<file path="src/rtl/pdlr_pkg.sv">
// ----------------------------------------------------------------------------
// pdlr_pkg
// Shared constants for the pcm downmix linear resampler.
// ----------------------------------------------------------------------------
package pdlr_pkg;

  localparam int MAX_CHANNELS_DEF = 8;
  localparam int OUTPUT_RATE_DEF  = 16000;
  localparam int MAX_RESULTS      = 8;

  localparam int RAW_W  = 32;
  localparam int PCM_W  = 16;
  localparam int FMT_W  = 2;
  localparam int CNT_W  = 4;
  localparam int RATE_W = 18;
  localparam int CFG_W  = 18;
  localparam int IDX_W  = 2;

  // quotient bits of the output quantizer
  localparam int QB = 15;

  localparam logic [FMT_W-1:0] FMT_U8  = 2'd0;
  localparam logic [FMT_W-1:0] FMT_S16 = 2'd1;
  localparam logic [FMT_W-1:0] FMT_S32 = 2'd2;
  localparam logic [FMT_W-1:0] FMT_F32 = 2'd3;

  localparam logic [IDX_W-1:0] REG_FORMAT   = 2'd0;
  localparam logic [IDX_W-1:0] REG_CHANNELS = 2'd1;
  localparam logic [IDX_W-1:0] REG_RATE     = 2'd2;

  localparam logic [PCM_W-1:0] PCM_POS_MAX = 16'h7fff;
  localparam logic [PCM_W-1:0] PCM_NEG_MAX = 16'h8000;

endpackage

</file>
<file path="src/rtl/pdlr_sdiv.sv">
// ----------------------------------------------------------------------------
// pdlr_sdiv
// Bit-serial restoring divider, one quotient bit per cycle.
// ----------------------------------------------------------------------------
module pdlr_sdiv #(
  parameter int NB = 16,
  parameter int VW = 8
) (
  input  logic          clk_i,
  input  logic          rst_ni,
  input  logic          start_i,
  input  logic [NB-1:0] num_i,
  input  logic [VW-1:0] rem_i,
  input  logic [VW-1:0] div_i,
  output logic          done_o,
  output logic [NB-1:0] quo_o,
  output logic [VW-1:0] rem_o
);

  localparam int CW = $clog2(NB + 1);

  logic [VW-1:0] rem_q, rem_d;
  logic [NB-1:0] sh_q, sh_d;
  logic [VW-1:0] div_q;
  logic [CW-1:0] cnt_q;
  logic          busy_q, done_q;
  logic [VW:0]   trial, diff;
  logic          ge;

  always_comb begin
    trial = {rem_q, sh_q[NB-1]};
    diff  = trial - {1'b0, div_q};
    ge    = trial >= {1'b0, div_q};
    rem_d = ge ? diff[VW-1:0] : trial[VW-1:0];
    sh_d  = {sh_q[NB-2:0], ge};
  end

  always_ff @(posedge clk_i or negedge rst_ni) begin
    if (!rst_ni) begin
      busy_q <= 1'b0;
      done_q <= 1'b0;
      cnt_q  <= '0;
    end else begin
      done_q <= 1'b0;
      if (start_i) begin
        busy_q <= 1'b1;
        cnt_q  <= CW'(NB);
      end else if (busy_q) begin
        cnt_q <= cnt_q - CW'(1);
        if (cnt_q == CW'(1)) begin
          busy_q <= 1'b0;
          done_q <= 1'b1;
        end
      end
    end
  end

  always_ff @(posedge clk_i) begin
    if (start_i) begin
      rem_q <= rem_i;
      sh_q  <= num_i;
      div_q <= div_i;
    end else if (busy_q) begin
      rem_q <= rem_d;
      sh_q  <= sh_d;
    end
  end

  assign done_o = done_q;
  assign quo_o  = sh_q;
  assign rem_o  = rem_q;

endmodule

</file>
<file path="src/rtl/pcm_downmix_linear_resampler_top.sv">
// ----------------------------------------------------------------------------
// pcm_downmix_linear_resampler_top
// Decodes channel samples, averages each frame to mono and resamples it.
// ----------------------------------------------------------------------------
// Input requests carry one raw channel sample on raw_sample_i (in_valid_i /
// in_stall_o). Result requests carry pcm_sample_o and last_of_run_o
// (out_valid_o / out_stall_i); one input gives zero to eight results.
// Configuration is written through cfg_we_i / cfg_idx_i / cfg_wdata_i; the
// user must write it only while the block is idle, the block itself does not
// enforce this. Every write to a known register restarts the stream.
// Processing, one item at a time:
//   - a sample that does not close a frame is only added to the running sum
//   - passthrough (mono s16 at the output rate) goes straight to the output reg
//   - closing a frame: the serial averaging divider over SW quotient bits
//     (SW = 32 + log2(MAX_CHANNELS)), then per result the serial interpolation
//     multiplier (PW = bits of OUTPUT_RATE, only when resampling), a quantizer
//     setup step and, unless the result saturates, the serial rounding divider
// The output register holds a finished result; the next input is taken while
// it waits. A stalled receiver only holds the block when a new result is
// ready to go. Reset restores format s16, one channel, 16 kHz source rate and
// an empty stream; when resampling, the first mono sample is only stored.
// ----------------------------------------------------------------------------
module pcm_downmix_linear_resampler_top
  import pdlr_pkg::*;
#(
  parameter int MAX_CHANNELS = MAX_CHANNELS_DEF,
  parameter int OUTPUT_RATE  = OUTPUT_RATE_DEF
) (
  input  logic                    clk_i,
  input  logic                    rst_ni,
  input  logic                    cfg_we_i,
  input  logic [IDX_W-1:0]        cfg_idx_i,
  input  logic [CFG_W-1:0]        cfg_wdata_i,
  input  logic                    in_valid_i,
  output logic                    in_stall_o,
  input  logic [RAW_W-1:0]        raw_sample_i,
  output logic                    out_valid_o,
  input  logic                    out_stall_i,
  output logic signed [PCM_W-1:0] pcm_sample_o,
  output logic                    last_of_run_o
);

  localparam int SW   = 32 + $clog2(MAX_CHANNELS);
  localparam int CIW  = (MAX_CHANNELS > 1) ? $clog2(MAX_CHANNELS) : 1;
  localparam int NVW  = $clog2(MAX_CHANNELS + 1);
  localparam int PW   = $clog2(OUTPUT_RATE + 1);
  localparam int PHW  = $clog2(OUTPUT_RATE + 2 ** RATE_W);
  localparam int AW   = 33 + PW;
  localparam int MCW  = $clog2(PW + 1);
  localparam int MIN_STEP = (OUTPUT_RATE + MAX_RESULTS - 1) / MAX_RESULTS;
  localparam int KW   = $clog2(MAX_RESULTS);

  typedef enum logic [5:0] {
    S_IDLE = 6'b000001,
    S_MIX  = 6'b000010,
    S_MUL  = 6'b000100,
    S_QNT  = 6'b001000,
    S_QDIV = 6'b010000,
    S_OUT  = 6'b100000
  } state_e;

  state_e state_q, state_d;

  logic [FMT_W-1:0]  fmt_q, fmt_d;
  logic [CNT_W-1:0]  cc_q, cc_d;
  logic [RATE_W-1:0] rate_q, rate_d;

  logic [CIW-1:0]        ch_idx_q, ch_idx_d;
  logic signed [SW-1:0]  mix_q, mix_d;
  logic signed [31:0]    prev_q, prev_d;
  logic signed [31:0]    mono_q, mono_d;
  logic                  primed_q, primed_d;
  logic [PHW-1:0]        phase_q, phase_d;
  logic [KW-1:0]         k_q, k_d;
  logic                  single_q, single_d;
  logic                  sneg_q, sneg_d;

  logic signed [AW-1:0] acc_q, acc_d;
  logic [PW-1:0]        mph_q, mph_d, mrp_q, mrp_d;
  logic [MCW-1:0]       mcnt_q, mcnt_d;

  logic qneg_q, qneg_d, low30_q, low30_d, lrest_q, lrest_d;

  logic [PCM_W-1:0] res_q, res_d;
  logic             rlast_q, rlast_d;
  logic             out_valid_q, out_valid_d;
  logic [PCM_W-1:0] out_pcm_q, out_pcm_d;
  logic             out_last_q, out_last_d;

  // serial dividers
  logic              div1_start, div1_done;
  logic [SW-1:0]     div1_num, div1_quo;
  logic [NVW-1:0]    div1_rem;
  logic              div2_start, div2_done;
  logic [QB-1:0]     div2_num, div2_quo;
  logic [PW-1:0]     div2_remi, div2_rem;

  // datapath helpers
  logic signed [31:0]    dec;
  logic [31:0]           fmag;
  logic [7:0]            fexp;
  logic [23:0]           fman;
  logic signed [SW-1:0]  sum;
  logic [NVW-1:0]        n_eff;
  logic                  pass, acc_in, out_free;
  logic [RATE_W-1:0]     step;
  logic [PHW-1:0]        nph;
  logic [PW-1:0]         den_w;
  logic signed [AW-1:0]  den_s, add_m, add_p;
  logic [AW-1:0]         mag;
  logic [AW+14:0]        aq;
  logic [PW:0]           tq;
  logic                  rnd_up;
  logic [PCM_W-1:0]      qinc;
  logic signed [31:0]    mono_c;

  always_comb begin
    fexp = raw_sample_i[30:23];
    fman = {1'b1, raw_sample_i[22:0]};
    if (fexp >= 8'd119) begin
      fmag = {8'h00, fman} << (fexp - 8'd119);
    end else begin
      fmag = {8'h00, fman} >> (8'd119 - fexp);
    end
    unique case (fmt_q)
      FMT_U8:  dec = {~raw_sample_i[7], raw_sample_i[6:0], 24'h000000};
      FMT_S16: dec = {raw_sample_i[15:0], 16'h0000};
      FMT_S32: dec = raw_sample_i;
      default: begin
        priority if (fexp == 8'hff && raw_sample_i[22:0] != 23'h0) begin
          dec = '0;
        end else if (fexp >= 8'd127) begin
          dec = raw_sample_i[31] ? 32'sh8000_0000 : 32'sh7fff_ffff;
        end else if (fexp == 8'h00) begin
          dec = '0;
        end else begin
          dec = raw_sample_i[31] ? -$signed(fmag) : $signed(fmag);
        end
      end
    endcase
  end

  always_comb begin
    if (cc_q == '0) begin
      n_eff = NVW'(1);
    end else if (32'(cc_q) > MAX_CHANNELS) begin
      n_eff = NVW'(MAX_CHANNELS);
    end else begin
      n_eff = NVW'(cc_q);
    end
  end

  assign pass = (fmt_q == FMT_S16) && (cc_q == CNT_W'(1)) &&
                (rate_q == RATE_W'(OUTPUT_RATE));
  assign sum  = mix_q + {{(SW-32){dec[31]}}, dec};
  assign step = (rate_q < RATE_W'(MIN_STEP)) ? RATE_W'(MIN_STEP) : rate_q;
  assign nph  = phase_q + PHW'(step);
  assign in_stall_o = (state_q != S_IDLE);
  assign acc_in     = in_valid_i && !in_stall_o;
  assign out_free   = !out_valid_q || !out_stall_i;
  assign den_w  = single_q ? PW'(1) : PW'(OUTPUT_RATE);
  assign den_s  = {2'b00, den_w, 31'h0};
  assign mag    = acc_q[AW-1] ? AW'(-acc_q) : AW'(acc_q);
  assign aq     = {mag, 15'h0} - {15'h0, mag};
  assign tq     = {div2_rem, low30_q};
  assign add_m  = mph_q[PW-1] ? {{(AW-32){mono_q[31]}}, mono_q} : '0;
  assign add_p  = mrp_q[PW-1] ? {{(AW-32){prev_q[31]}}, prev_q} : '0;
  assign mono_c = sneg_q ? -$signed(div1_quo[31:0]) : $signed(div1_quo[31:0]);

  always_comb begin
    // round half to even on the serial quotient
    rnd_up = (tq > {1'b0, den_w}) || (tq == {1'b0, den_w} && lrest_q) ||
             (tq == {1'b0, den_w} && !lrest_q && div2_quo[0]);
    qinc = {1'b0, div2_quo} + PCM_W'(rnd_up);
    if (qinc > PCM_POS_MAX) begin
      qinc = PCM_POS_MAX;
    end
  end

  always_comb begin
    state_d     = state_q;
    fmt_d       = fmt_q;
    cc_d        = cc_q;
    rate_d      = rate_q;
    ch_idx_d    = ch_idx_q;
    mix_d       = mix_q;
    prev_d      = prev_q;
    mono_d      = mono_q;
    primed_d    = primed_q;
    phase_d     = phase_q;
    k_d         = k_q;
    single_d    = single_q;
    sneg_d      = sneg_q;
    acc_d       = acc_q;
    mph_d       = mph_q;
    mrp_d       = mrp_q;
    mcnt_d      = mcnt_q;
    qneg_d      = qneg_q;
    low30_d     = low30_q;
    lrest_d     = lrest_q;
    res_d       = res_q;
    rlast_d     = rlast_q;
    out_valid_d = out_valid_q;
    out_pcm_d   = out_pcm_q;
    out_last_d  = out_last_q;
    div1_start  = 1'b0;
    div1_num    = sum[SW-1] ? SW'(-sum) : SW'(sum);
    div2_start  = 1'b0;
    div2_num    = aq[31 +: QB];
    div2_remi   = aq[31 + QB +: PW];

    if (out_valid_q && !out_stall_i) begin
      out_valid_d = 1'b0;
    end

    unique case (state_q)
      S_IDLE: begin
        if (acc_in) begin
          if (pass) begin
            res_d    = raw_sample_i[PCM_W-1:0];
            rlast_d  = 1'b1;
            single_d = 1'b1;
            state_d  = S_OUT;
          end else if (NVW'(ch_idx_q) + NVW'(1) < n_eff) begin
            ch_idx_d = ch_idx_q + CIW'(1);
            mix_d    = sum;
          end else begin
            ch_idx_d   = '0;
            mix_d      = '0;
            sneg_d     = sum[SW-1];
            div1_start = 1'b1;
            state_d    = S_MIX;
          end
        end
      end
      S_MIX: begin
        if (div1_done) begin
          mono_d = mono_c;
          if (rate_q == RATE_W'(OUTPUT_RATE)) begin
            acc_d    = {{(AW-32){mono_c[31]}}, mono_c};
            single_d = 1'b1;
            state_d  = S_QNT;
          end else if (!primed_q) begin
            prev_d   = mono_c;
            primed_d = 1'b1;
            state_d  = S_IDLE;
          end else if (phase_q >= PHW'(OUTPUT_RATE)) begin
            phase_d = phase_q - PHW'(OUTPUT_RATE);
            prev_d  = mono_c;
            state_d = S_IDLE;
          end else begin
            single_d = 1'b0;
            k_d      = '0;
            acc_d    = '0;
            mph_d    = phase_q[PW-1:0];
            mrp_d    = PW'(OUTPUT_RATE) - phase_q[PW-1:0];
            mcnt_d   = MCW'(PW);
            state_d  = S_MUL;
          end
        end
      end
      S_MUL: begin
        // msb first shift-add of prev*(R-phase) + cur*phase
        acc_d  = (acc_q <<< 1) + add_m + add_p;
        mph_d  = mph_q << 1;
        mrp_d  = mrp_q << 1;
        mcnt_d = mcnt_q - MCW'(1);
        if (mcnt_q == MCW'(1)) begin
          state_d = S_QNT;
        end
      end
      S_QNT: begin
        rlast_d = single_q || (nph >= PHW'(OUTPUT_RATE)) ||
                  (k_q == KW'(MAX_RESULTS - 1));
        if (acc_q <= -den_s) begin
          res_d   = PCM_NEG_MAX;
          state_d = S_OUT;
        end else if (acc_q >= den_s) begin
          res_d   = PCM_POS_MAX;
          state_d = S_OUT;
        end else begin
          qneg_d     = acc_q[AW-1];
          low30_d    = aq[30];
          lrest_d    = aq[29:0] != 30'h0;
          div2_start = 1'b1;
          state_d    = S_QDIV;
        end
      end
      S_QDIV: begin
        if (div2_done) begin
          res_d   = qneg_q ? PCM_W'(-qinc) : qinc;
          state_d = S_OUT;
        end
      end
      S_OUT: begin
        if (out_free) begin
          out_valid_d = 1'b1;
          out_pcm_d   = res_q;
          out_last_d  = rlast_q;
          if (single_q) begin
            state_d = S_IDLE;
          end else if (nph < PHW'(OUTPUT_RATE) && k_q != KW'(MAX_RESULTS - 1)) begin
            phase_d = nph;
            k_d     = k_q + KW'(1);
            acc_d   = '0;
            mph_d   = nph[PW-1:0];
            mrp_d   = PW'(OUTPUT_RATE) - nph[PW-1:0];
            mcnt_d  = MCW'(PW);
            state_d = S_MUL;
          end else begin
            phase_d = (nph >= PHW'(OUTPUT_RATE)) ? nph - PHW'(OUTPUT_RATE) : nph;
            prev_d  = mono_q;
            state_d = S_IDLE;
          end
        end
      end
      default: state_d = S_IDLE;
    endcase

    // a write to a known register restarts the stream
    if (cfg_we_i && (cfg_idx_i == REG_FORMAT || cfg_idx_i == REG_CHANNELS ||
                     cfg_idx_i == REG_RATE)) begin
      unique case (cfg_idx_i)
        REG_FORMAT:   fmt_d  = cfg_wdata_i[FMT_W-1:0];
        REG_CHANNELS: cc_d   = cfg_wdata_i[CNT_W-1:0];
        REG_RATE:     rate_d = cfg_wdata_i[RATE_W-1:0];
        default:      fmt_d  = fmt_q;
      endcase
      ch_idx_d = '0;
      mix_d    = '0;
      prev_d   = '0;
      primed_d = 1'b0;
      phase_d  = '0;
    end
  end

  always_ff @(posedge clk_i or negedge rst_ni) begin
    if (!rst_ni) begin
      state_q     <= S_IDLE;
      fmt_q       <= FMT_S16;
      cc_q        <= CNT_W'(1);
      rate_q      <= RATE_W'(OUTPUT_RATE_DEF);
      ch_idx_q    <= '0;
      mix_q       <= '0;
      prev_q      <= '0;
      primed_q    <= 1'b0;
      phase_q     <= '0;
      k_q         <= '0;
      single_q    <= 1'b0;
      mcnt_q      <= '0;
      out_valid_q <= 1'b0;
    end else begin
      state_q     <= state_d;
      fmt_q       <= fmt_d;
      cc_q        <= cc_d;
      rate_q      <= rate_d;
      ch_idx_q    <= ch_idx_d;
      mix_q       <= mix_d;
      prev_q      <= prev_d;
      primed_q    <= primed_d;
      phase_q     <= phase_d;
      k_q         <= k_d;
      single_q    <= single_d;
      mcnt_q      <= mcnt_d;
      out_valid_q <= out_valid_d;
    end
  end

  always_ff @(posedge clk_i) begin
    mono_q     <= mono_d;
    sneg_q     <= sneg_d;
    acc_q      <= acc_d;
    mph_q      <= mph_d;
    mrp_q      <= mrp_d;
    qneg_q     <= qneg_d;
    low30_q    <= low30_d;
    lrest_q    <= lrest_d;
    res_q      <= res_d;
    rlast_q    <= rlast_d;
    out_pcm_q  <= out_pcm_d;
    out_last_q <= out_last_d;
  end

  pdlr_sdiv #(
    .NB (SW),
    .VW (NVW)
  ) u_avg_div (
    .clk_i   (clk_i),
    .rst_ni  (rst_ni),
    .start_i (div1_start),
    .num_i   (div1_num),
    .rem_i   ('0),
    .div_i   (n_eff),
    .done_o  (div1_done),
    .quo_o   (div1_quo),
    .rem_o   (div1_rem)
  );

  pdlr_sdiv #(
    .NB (QB),
    .VW (PW)
  ) u_qnt_div (
    .clk_i   (clk_i),
    .rst_ni  (rst_ni),
    .start_i (div2_start),
    .num_i   (div2_num),
    .rem_i   (div2_remi),
    .div_i   (den_w),
    .done_o  (div2_done),
    .quo_o   (div2_quo),
    .rem_o   (div2_rem)
  );

  assign out_valid_o   = out_valid_q;
  assign pcm_sample_o  = $signed(out_pcm_q);
  assign last_of_run_o = out_last_q;

  // averaging remainder is not needed, it only keeps the divider whole
  logic unused_rem;
  assign unused_rem = ^div1_rem;

  a_out_from_fsm: assert property (@(posedge clk_i) disable iff (!rst_ni)
    $rose(out_valid_q) |-> $past(state_q == S_OUT))
    else $error("result loaded outside the output step");

  a_mul_phase: assert property (@(posedge clk_i) disable iff (!rst_ni)
    (state_q == S_MUL) |-> (phase_q < PHW'(OUTPUT_RATE)))
    else $error("interpolation with phase out of range");

  a_avg_done: assert property (@(posedge clk_i) disable iff (!rst_ni)
    div1_done |-> (state_q == S_MIX))
    else $error("averaging divider finished while not awaited");

  a_qnt_done: assert property (@(posedge clk_i) disable iff (!rst_ni)
    div2_done |-> (state_q == S_QDIV))
    else $error("quantizer divider finished while not awaited");

endmodule

</file>
<file path="config.mk">
export PLATFORM = sky130hd
export DESIGN_NAME = pcm_downmix_linear_resampler_top
export DESIGN_NICKNAME = d
export VERILOG_FILES = /design/src/rtl/pdlr_pkg.sv /design/src/rtl/pdlr_sdiv.sv /design/src/rtl/pcm_downmix_linear_resampler_top.sv
export SDC_FILE = /design/constraint.sdc
export NUM_CORES = 2
export LEC_CHECK = 0
export BUFFER_PORTS_ARGS = -buffer_cell sky130_fd_sc_hd__buf_2
export CAP_MARGIN = 20
export CORE_MARGIN = 2
export CORE_UTILIZATION = 59
export DETAILED_ROUTE_END_ITERATION = 10
export PLACE_DENSITY = 0.79
export REMOVE_ABC_BUFFERS = 1
export SYNTH_ARGS = -nofsm -noshare
export SYNTH_HDL_FRONTEND = slang
export SYNTH_SLANG_ARGS = --single-unit
export TNS_END_PERCENT = 10
</file>
<file path="constraint.sdc">
create_clock -name clk_i -period 11.9 [get_ports clk_i]
set_input_delay 0 -clock clk_i [delete_from_list [all_inputs] [get_ports clk_i]]
set_output_delay 0 -clock clk_i [all_outputs]
set_load 0.02 [all_outputs]
</file>
==> out/metrics.cfg <==
[sta]
finalMaxSlewViolations = 0
hold_ws_ns = 0.0534
worst_pin_slew_ns = 1.14
setup_violations = 0
fmax_mhz = 111
final_hold_viol_count = 0
rsz0062_at_grt = no
fin_crit_sh_pct = 75.6
relSlewSlack_pct = 23.6
setup_tns_ns = 0
period_minus_slack_ns = 9.00
skew_ns = 0.0326

[critical_path]
critPathTopFamily = compound AO/OA/AOI/OAI gates
cp-end-kind = flip-flop
r2r_cells = 19
reg2reg_slack_ns = 5.02
cp.required_ns = 12.22
cp_common_cell = ha_1
cp_num_buf_inv = 3
critPathMaxFanout = 43
path_depth = 26
crit_type = in -> reg
worstSetupStartpointType = input port
regToRegStartpoint = fmt_q[0]$_DFFE_PN1P_
worst_path_max_delay_cell = ha_1
crit_arrival_ns = 9.32
r2r_end = u_avg_div.quo_o[1]$_DFFE_PP_
max_stage_delay_ns = 1.04

[pwr]
swShare_pct = 47.2
p_total_mw = 8.58
power.leakage_nw = 15.4
p_int_mw = 4.53
peakVddDrop_mv = 0.159
power.switching_mw = 4.05
p_comb_share_pct = 57.3
power.share.clock_pct = 17.1
p_seq_share_pct = 25.7
power_density_mw_per_mm2 = 230

[floorplan]
die_w_um = 246
ios = 76
core_mm2 = 0.0578
start_util_pct = 59.8
rows = 88
dieArea_mm2 = 0.0606
die_h_um = 246

[routing]
firstDrtPassIters = 6
initialDrtViolationCount = 3688
wl_um = 107000
final_antenna_net_count = 0
avgViaCountPerCell = 6.71
wl_per_cell_um = 22.4
route.detailed.drc = 0
vias = 32000

[place]
placed_area_mm2 = 0.0354
dp.cells = 4652
hpwlAfterDp_um = 76300
place_congestion = 1.01
port_buffers = 75

[min_path]
hold_path.class = in -> async

[global_routing]
grt_max_degree = 87
grt_first_pass_wirelength_um = 166000
antenna_found_initial = 0
grt_pass1_vias = 29700
grtUsageTotal_pct = 34.7
gr-total-overflow = 0

[cells_and_area]
nNetsFinal = 4263
drive_gt1_share_pct = 9.26
stdcell_count = 4761
antenna_cells = 0
finalInstanceArea_mm2 = 0.0372
syn2layout_area_growth_pct = 7.65

[synthesis]
syn_avg_cell_area_um2 = 8.67
synth.cell_area_mm2 = 0.0346
synth_edf_count = 215
synthCells = 3989
synth_ff_type = edfxtp_1
synth_warnings = 0
synth_seq_cells = 362
seq_area_frac_synth_pct = 29.3
synth_cell_types = 118
ys_async_sr_fraction_pct = 39.5

[clock_network]
cts_tree = built
clockRootBuffer = clkbuf_16
cts_made_buffers = 44
cts_buffer_depth = 3
path_clk_slew_ns = 0.06
ctsResizeCount = 0
cts_num_sinks = 362
worstSkewPairLatency_ns = 0.60
htreeDepth = 2

[run]
maxCapViolCount = 0

[outcome]
run_status = finished clean

cells in the mapped netlist (all sizes together) (126+ instances only):
library cell,count,share of area [%]
a21oi,257,3.7
clkbuf,163,1.8
dfrtp,134,9.7
edfxtp,215,19
ha,196,7.1
inv,151,1.6
nand2,372,4.0
nand3,129,1.9
nor2,334,3.6
o21ai,294,4.3
xnor2,176,4.6
xor2,126,3.3
kinds of logic (layout without fill, tap and decap cells):
group / Yosys count / in the layout / share of synthesized area (%)
compound gates: 1161 / 1161 / 22.5
buf+inv: 373 / 380 / 4.48
mux: 158 / 158 / 6.06
flops: 362 / 362 / 29.3
simple gates: 1388 / 1388 / 20.0
fa+ha+maj: 245 / 245 / 9.93
xor+xnor: 302 / 302 / 7.81
power by group through the flow:
stage | logic, mW | registers, mW | clock network [mW]
2_1_floorplan | 3.56 | 2.08 | 0
4_1_cts | 4.81 | 2.18 | 1.47
5_1_grt | 5.39 | 2.23 | 1.53
3_5_place_dp | 4.76 | 2.20 | 0
3_3_place_gp | 4.70 | 2.19 | 0
6_report | 4.91 | 2.20 | 1.46
placed cells by master, fill, tap and decap left out, types with 38 or more instances in the layout:
cell       synthesis  routed
xor2_1           123     123
fa_1              49      49
o22ai_1           38      38
nand2_1          372     372
o21a_1            40      40
o31ai_1           40      40
nand3_1          127     126
buf_2             23      73
a21o_1            80      80
mux2i_1           75      75
edfxtp_1         215     215
xnor2_1          173     172
nand4_1           40      40
a211oi_1          65      64
and3_1            39      39
and2_1           104     103
mux2_2            43      43
nand2b_1          49      49
nor2_1           333     333
dfrtp_1          134     134
buf_4              9      46
clkbuf_16          0      45
inv_1            148     148
ha_1             196     196
nor3_1           107     106
a21oi_1          256     254
o21ai_0          268     267
per-stage QoR:
stage | setup slack, ns | util, %
6_report | 2.90 | 64.4
5_1_grt | 2.30 | 64.4
4_1_cts | 3.11 | 64.3
3_5_place_dp | 2.50 | 61.2
3_3_place_gp | 2.70 | 61.2
2_1_floorplan | 0.0653 | -
final cells by class:
type | count | area, µm²
Multi-Input combinational cell | 3254 | 23000
Sequential cell | 362 | 10100
Timing Repair Buffer | 147 | 1010
Fill cell | 4907 | 20600
Tap cell | 765 | 957
Inverter | 152 | 571
Clock inverter | 25 | 338
Clock buffer | 56 | 1240
layer usage:
| layer | GRT usage (%) | share of wire [%] | vias to the layer above |
|---|---|---|---|
| met5 | 0 | 0 | - |
| met4 | 12.4 | 4.2 | 0 |
| met3 | 6.47 | 9.9 | 293 |
| met2 | 54.4 | 44 | 1618 |
| met1 | 48.0 | 42 | 15300 |
| li1 | - | - | 14800 |
how the worst max path moves through the flow:
stage,start,endpoint,slack [ns]
6_report,raw_sample_i[24],u_avg_div.quo_o[1]$_DFFE_PP_,2.90
3_3_place_gp,raw_sample_i[24],u_avg_div.quo_o[1]$_DFFE_PP_,2.70
2_1_floorplan,rate_q[15]$_DFFE_PN0P_,acc_q[0]$_DFFE_PP_,0.07
5_1_grt,raw_sample_i[24],u_avg_div.quo_o[1]$_DFFE_PP_,2.30
3_5_place_dp,raw_sample_i[24],u_avg_div.quo_o[1]$_DFFE_PP_,2.50
4_1_cts,raw_sample_i[24],u_avg_div.quo_o[1]$_DFFE_PP_,3.11
sequential cells by signal (all words and copies together) (netlist names), 4 cells and up:
name	count
acc_q	47
mix_q	35
u_avg_div.quo_o	35
mono_q	32
prev_q	32
phase_q	19
rate_q	18
pcm_sample_o	16
res_q	16
u_qnt_div.quo_o	15
mph_q	14
mrp_q	14
u_qnt_div.rem_o	14
state_q	6
u_avg_div.cnt_q	6
cc_q	4
mcnt_q	4
u_avg_div.div_q	4
u_avg_div.rem_o	4
u_qnt_div.cnt_q	4
what timing repair did:
item                      CTS  global route
buffers inserted            0             0
hold endpoints to repair  121             0
hold buffers               26             0
worst register-to-register path, stage by stage, from the launching register on:
cell and delay, ns:
dfstp_2 0.88, nand3_1 0.64, a21oi_1 0.31, a21o_1 0.22, ha_1 0.21, inv_1 0.06
fa_1 0.40, nor2b_1 0.19, o31a_1 0.27, o211ai_1 0.27, a211oi_2 0.43, a31oi_2 0.20
o2111a_1 0.28, a311oi_1 0.58, nor2_1 0.10, a21oi_1 0.32, nand3_4 0.47, inv_2 0.46
mux2i_1 0.22, o21ai_0 0.09
No activity file was read; power rests on OpenSTA's default activity.
